[src/hdl/euler_motion_step_with_drag_clamp_assert.svh]
// ----------------------------------------------------------------------------
// Assertion macros for the motion step block
// Clocked on clk_i; the first form is muted while rst_ni is low.
// ----------------------------------------------------------------------------
`ifndef EULER_MOTION_STEP_WITH_DRAG_CLAMP_ASSERT_SVH
`define EULER_MOTION_STEP_WITH_DRAG_CLAMP_ASSERT_SVH

// checked outside reset
`define EMSD_ASSERT(lbl, prop, msg) \
  lbl: assert property (@(posedge clk_i) disable iff (!rst_ni) prop) \
    else $error(msg);

// checked at every edge, reset included
`define EMSD_ASSERT_ALWAYS(lbl, prop, msg) \
  lbl: assert property (@(posedge clk_i) prop) else $error(msg);

`endif

[src/hdl/emsd_pkg.sv]
// ----------------------------------------------------------------------------
// emsd_pkg
// Shared types, stage indexes and fixed-point helpers of the motion step.
// ----------------------------------------------------------------------------
`timescale 1ns / 1ps
`default_nettype none

package emsd_pkg;

  localparam int unsigned NLANE   = 3;
  localparam int unsigned SQ_STG  = 32;
  localparam int unsigned DIV_STG = 32;

  // stage at which each value is registered
  localparam int unsigned ST_SQ  = 4;
  localparam int unsigned ST_FL  = ST_SQ + 1;
  localparam int unsigned ST_SPD = ST_SQ + SQ_STG;
  localparam int unsigned ST_Q   = ST_SPD + 2 + DIV_STG;
  localparam int unsigned ST_SEL = ST_Q + 1;
  localparam int unsigned ST_PD  = ST_SEL + 1;
  localparam int unsigned LAT    = ST_PD + 1;

  typedef struct packed {
    logic [2:0][31:0] pos;
    logic [15:0]      dt;
    logic [30:0]      lim;
  } sb_t;

  typedef struct packed {
    logic zero;
    logic resc;
  } fl_t;

  // round to nearest, ties up, then drop 16 fraction bits
  function automatic logic signed [49:0] rnd16(input logic signed [65:0] x);
    logic signed [66:0] t;
    t = {x[65], x} + 67'sd32768;
    return t[65:16];
  endfunction

  function automatic logic signed [31:0] sat32(input logic signed [49:0] x);
    logic signed [31:0] r;
    if (x > 50'sd2147483647) begin
      r = 32'sh7fff_ffff;
    end else if (x < -50'sd2147483648) begin
      r = 32'sh8000_0000;
    end else begin
      r = x[31:0];
    end
    return r;
  endfunction

endpackage

`default_nettype wire

[src/hdl/emsd_isqrt.sv]
// ----------------------------------------------------------------------------
// emsd_isqrt
// Pipelined floor square root of a 64-bit word, two radicand bits a stage.
// ----------------------------------------------------------------------------
`timescale 1ns / 1ps
`default_nettype none

module emsd_isqrt (
  input  logic        clk_i,
  input  logic        en_i,
  input  logic [63:0] n_i,
  output logic [31:0] root_o
);
  import emsd_pkg::*;

  logic [34:0] rem_q  [SQ_STG];
  logic [31:0] root_q [SQ_STG];
  logic [63:0] n_q    [SQ_STG];

  for (genvar j = 0; j < SQ_STG; j++) begin : g_stg
    logic [34:0] rin;
    logic [31:0] oin;
    logic [63:0] nin;
    logic [34:0] cur;
    logic [34:0] trial;

    if (j == 0) begin : g_first
      assign rin = '0;
      assign oin = '0;
      assign nin = n_i;
    end else begin : g_next
      assign rin = rem_q[j-1];
      assign oin = root_q[j-1];
      assign nin = n_q[j-1];
    end

    assign cur   = {rin[32:0], nin[63-2*j -: 2]};
    assign trial = {1'b0, oin, 2'b01};

    always_ff @(posedge clk_i) begin
      if (en_i) begin
        n_q[j] <= nin;
        if (cur >= trial) begin
          rem_q[j]  <= cur - trial;
          root_q[j] <= {oin[30:0], 1'b1};
        end else begin
          rem_q[j]  <= cur;
          root_q[j] <= {oin[30:0], 1'b0};
        end
      end
    end
  end

  assign root_o = root_q[SQ_STG-1];

endmodule

`default_nettype wire

[config.mk]
export PLATFORM = sky130hd
export DESIGN_NAME = emsd_isqrt
export DESIGN_NICKNAME = d
export VERILOG_FILES = /design/src/hdl/euler_motion_step_with_drag_clamp_assert.svh /design/src/hdl/emsd_pkg.sv /design/src/hdl/emsd_isqrt.sv
export SDC_FILE = /design/constraint.sdc
export NUM_CORES = 2
export LEC_CHECK = 0
export BUFFER_PORTS_ARGS = -buffer_cell sky130_fd_sc_hd__buf_2
export CAP_MARGIN = 5
export CORE_UTILIZATION = 30
export DETAILED_ROUTE_END_ITERATION = 16
export GPL_ROUTABILITY_DRIVEN = 0
export PLACE_DENSITY_LB_ADDON = 0.1
export SETUP_SLACK_MARGIN = 0.15
export SKIP_CTS_REPAIR_TIMING = 1
export SYNTH_ARGS = -nofsm -noshare
export SYNTH_HDL_FRONTEND = slang
export SYNTH_MEMORY_MAX_BITS = 65536
export SYNTH_SLANG_ARGS = --single-unit
[constraint.sdc]
create_clock -name clk_i -period 4.7 [get_ports clk_i]
set_input_delay 1.41 -clock clk_i [delete_from_list [all_inputs] [get_ports clk_i]]
set_output_delay 1.41 -clock clk_i [all_outputs]
set_load 0.005 [all_outputs]
## Yosys cells after proc, flatten, opt, wreduce, memory -nomap -nowiden

Memories as Yosys holds them, arrays and structs flattened.
Cells that the tools add are included.

- Flip-flop bits (word level): 0
- Bits in latches: 0
- RAM bits: 4192
- ROM bits: 0
- Bits of input ports: 66
- Output and inout bits: 32
- Memories: 3

Memory list:

| name | depth | bits a word | read ports | clocked after Yosys merged registers in | write ports | RTL line | source |
|---|---|---|---|---|---|---|---|
| n_q | 32 | 64 | 31 | 0 | 32 | emsd_isqrt.sv:18 | `logic [63:0] n_q [SQ_STG];` |
| rem_q | 32 | 35 | 31 | 0 | 32 | emsd_isqrt.sv:16 | `logic [34:0] rem_q [SQ_STG];` |
| root_q | 32 | 32 | 32 | 0 | 32 | emsd_isqrt.sv:17 | `logic [31:0] root_q [SQ_STG];` |

- Add/subtract/negate cells: 32
- Multipliers: 0
- Div/mod/pow operators: 0
- $lt $le $gt $ge: 32
- Equal/unequal tests: 0
- Shifts and indexed selects: 0
- Multiplexer cells: 258
- Bitwise operators: 64
- Reductions and logical operators: 0

Operators by type and width:

| kind | number |
|---|---|
| 2-to-1 mux 35 bit | 32 |
| >= comparator 35 x 34 -> 1 bit | 31 |
| subtractor 35 x 34 -> 35 bit | 31 |
| 2-to-1 mux 32 bit | 32 |
| 2-to-1 mux 1 bit | 194 |
| OR 1 bit | 64 |
| subtractor 2 x 1 -> 3 bit (second input constant) | 1 |
| >= comparator 2 x 1 -> 1 bit (second input constant) | 1 |

## Longest topological paths before layout

An unclocked memory read counts as a cell.

- Depth in word-level cells: 6
- Gate-level depth with buffers: 15

## Worst setup path after synthesis

Ideal clock, no wire load.

- Path kind: input to register
- Start point: input port en_i
- End point: memory rem_q[26][0] (netlist: rem_q[1][350]), enable pin
- Setup time: 439 ps
- Arrival: 4069 ps
- Slack: 193 ps
- Cell stages on the path: 5
- Buffers on the path: 5
- Path through: clkbuf_1 > clkbuf_1 > clkbuf_1 > clkbuf_1 > clkbuf_1

RTL lines:

| what | RTL line | source |
|---|---|---|
| start: declaration | emsd_isqrt.sv:10 | `input logic en_i,` |
| end: declaration | emsd_isqrt.sv:16 |  |

==> reports/qor.csv <==
metric,value,unit
status,"complete, no violations",
syn avg cell area,12.8,um^2
Crit Path Category,flip-flop to flip-flop,
Setup WS post-layout,561,ps
most frequent cells in the layout,"2493 x edfxtp_1, 761 x nand2_1, 724 x inv_1",
largest net degree at the start of global routing,151,
WL/cell,17.6,um
TNS Setup,0,ps
routed wire length,261000,um
core area,386000,um^2
HP Class,flip-flop to flip-flop,
NetSw,19.1,mW
Post-synth EDFFs,2493,
Worst Setup SP,root_q[1][352],
"Data arrival, critical path",4770,ps
post-place instance area,124000,um^2
I/O pin count,98,
Slew Limit Headroom,27.2,%
Comb pwr share,20.1,%
Startpoint Class,flip-flop,
Post-Place Worst Slack,479,ps
final hold vios,0,
FF/Latch Area,74900,um^2
crit share post-route,88.1,%
total routing usage reported by global routing,13.0,%
Power Internal,47.5,mW
Worst Hold Launch,n_q[0][833],
post-layout instance area,134000,um^2
Rows,228,
Post-DRT Antenna Nets,0,
Synthesis Warnings,0,
Multi-input gate area,38100,um^2
synth unique cells,92,
nets,10100,
"commonest non-fill, non-tap cell in the layout",edfxtp_1,
maxcap violations,0,
DR vias,69700,
dpl hpwl,188000,um
Switching Fraction,28.7,%
Layout Utilization,34.6,%
I/O Buffers,97,
die footprint,390000,um^2
slew of the pin with the lowest slew margin,1080,ps
CTS tree,done,
Syn-to-layout area delta,14.9,%
RSZ-0062 raised after global routing,no,
Fillers,37500,
Cells after Synth,9096,
layout cells sized above 1,8.28,%
Vias/cell,4.69,
number of buffers created by CTS,306,
DRC viols,0,
critical path peak fanout,45,
clk_skew,27.4,ps
PD cells,498,nW/um^2
Die X-Extent,625,um
Initial Util,30.2,%
R2R Path Start,root_q[1][352],
VDD IR max,0.280,mV
H-tree depth,5,
DRT Pass-1 Iters,6,
"Slew Viols, Final",0,
Post-Syn Area,116000,um^2
Reg power frac,45.3,%
first-pass GRT wire length,403000,um
Worst EP required,5330,ps
vias in the first global route,68700,
Die Ht,625,um
CTS clock-pin slew for the worst setup and hold paths,60,ps
Mapped Nets,9724,
total gr overflow,0,
"Primary FF master, synth",edfxtp_1,
Max clock buf depth,4,
Worst-Skew Late Latency,890,ps
min Tclk post-route,4140,ps
number of synthesized register bits,2494,
sequential area share after synthesis,64.3,%
fmax,0.242,GHz
fraction of registers with async set/reset,0,%
clock tree root buffer cell,clkbuf_16,
Num Clock Sinks,2494,
initial antenna violation count,11,
detailed router's first-iteration violation count,4918,
Clock power frac,34.6,%
Pleak,49.7,nW
final setup violating endpoints,0,
crit end category,flip-flop,
-- cell families (layout without fill, tap and decap cells) --
kind of cell    Yosys count  in the layout  share of synthesized area [%]
mux                      63             63                          0.592
fa+ha+maj               562            562                           6.04
simple gates           2452           2452                           10.5
xor+xnor                800            800                           6.02
buf+inv                 925           1508                           3.02
other cells               0              1                              0
flops                  2494           2494                           64.3
compound gates         1800           1800                           9.48
-- per-layer routing --
| metal | up-vias | track usage [%] | wire (um) |
|---|---|---|---|
| met5 | - | 0 | 0 |
| li1 | 34300 | - | - |
| met4 | 0 | 3.78 | 7120 |
| met3 | 422 | 2.22 | 11600 |
| met1 | 33600 | 17.7 | 122000 |
| met2 | 1400 | 21.2 | 121000 |
-- cell type report --
type                            count  area share [%]
Antenna cell                        1         0.00187
Clock buffer                      386            6.05
Clock inverter                    166            1.24
Inverter                          727            2.04
Multi-Input combinational cell   5677            28.5
Sequential cell                  2494            56.0
Tap cell                         5175            4.84
Timing Repair Buffer              229            1.31
-- path summary, 6_finish.rpt --
check	end	slack [ps]	cells after the start
hold reg to reg	n_q[0][897]	400	0
hold / removal	n_q[0][897]	400	0
setup reg to reg	rem_q[1][436]	560	14
setup / recovery	rem_q[1][436]	560	14
-- cells in the mapped netlist, types with 96 or more instances --
library cell  number  area, um^2
nor3_1           241        1210
nand2b_1         127         795
nor2_1           461        1730
or3_1             96         601
nand3_1          148         741
nand4_1           98         613
o21ai_0          611        3060
clkbuf_1         177         664
xnor2_1          386        3380
nand2_1          761        2860
xor2_1           414        3630
nor4_1           100         626
inv_1            724        2720
ha_1             562        7030
edfxtp_1        2493       74900
a21oi_1          468        2340
a21o_1           214        1610
-- flip-flops by register name, indices dropped and copies added (netlist names) --
| name | flops |
|---|---|
| rem_q | 974 |
| n_q | 992 |
| root_q | 528 |
-- per-stage QoR --
step | power [mW] | hold slack (ps) | cells
finish | 66.6 | 400 | 14900
global route | 70.4 | 412 | 14900
global placement | 43.9 | 400 | 14300
floorplan | 39.8 | 400 | 9096
CTS | 67.8 | 404 | 14900
detailed placement | 44.0 | 405 | 14300
-- power groups by stage --
stage	clock, mW	sequential, mW	combinational, mW
final	23.0	30.2	13.4
after CTS	24.1	30.3	13.4
after global placement	0	30.7	13.2
after global routing	24.8	30.5	15.0
after floorplan	0	29.7	10.0
after detailed placement	0	30.7	13.3
-- critical path, stage by stage (launching register included) --
cell      delay, ps
edfxtp_1        530
inv_1            80
ha_1            350
o211ai_1        110
nand2_1         130
a211oi_1        320
buf_4           190
o21ai_0         200
a221oi_1        580
o21ai_0         280
o41a_1          450
nor2_4          180
buf_12          220
nor3b_1          80
a21o_1          170
Note: power is estimated with default switching activity, not from simulation.
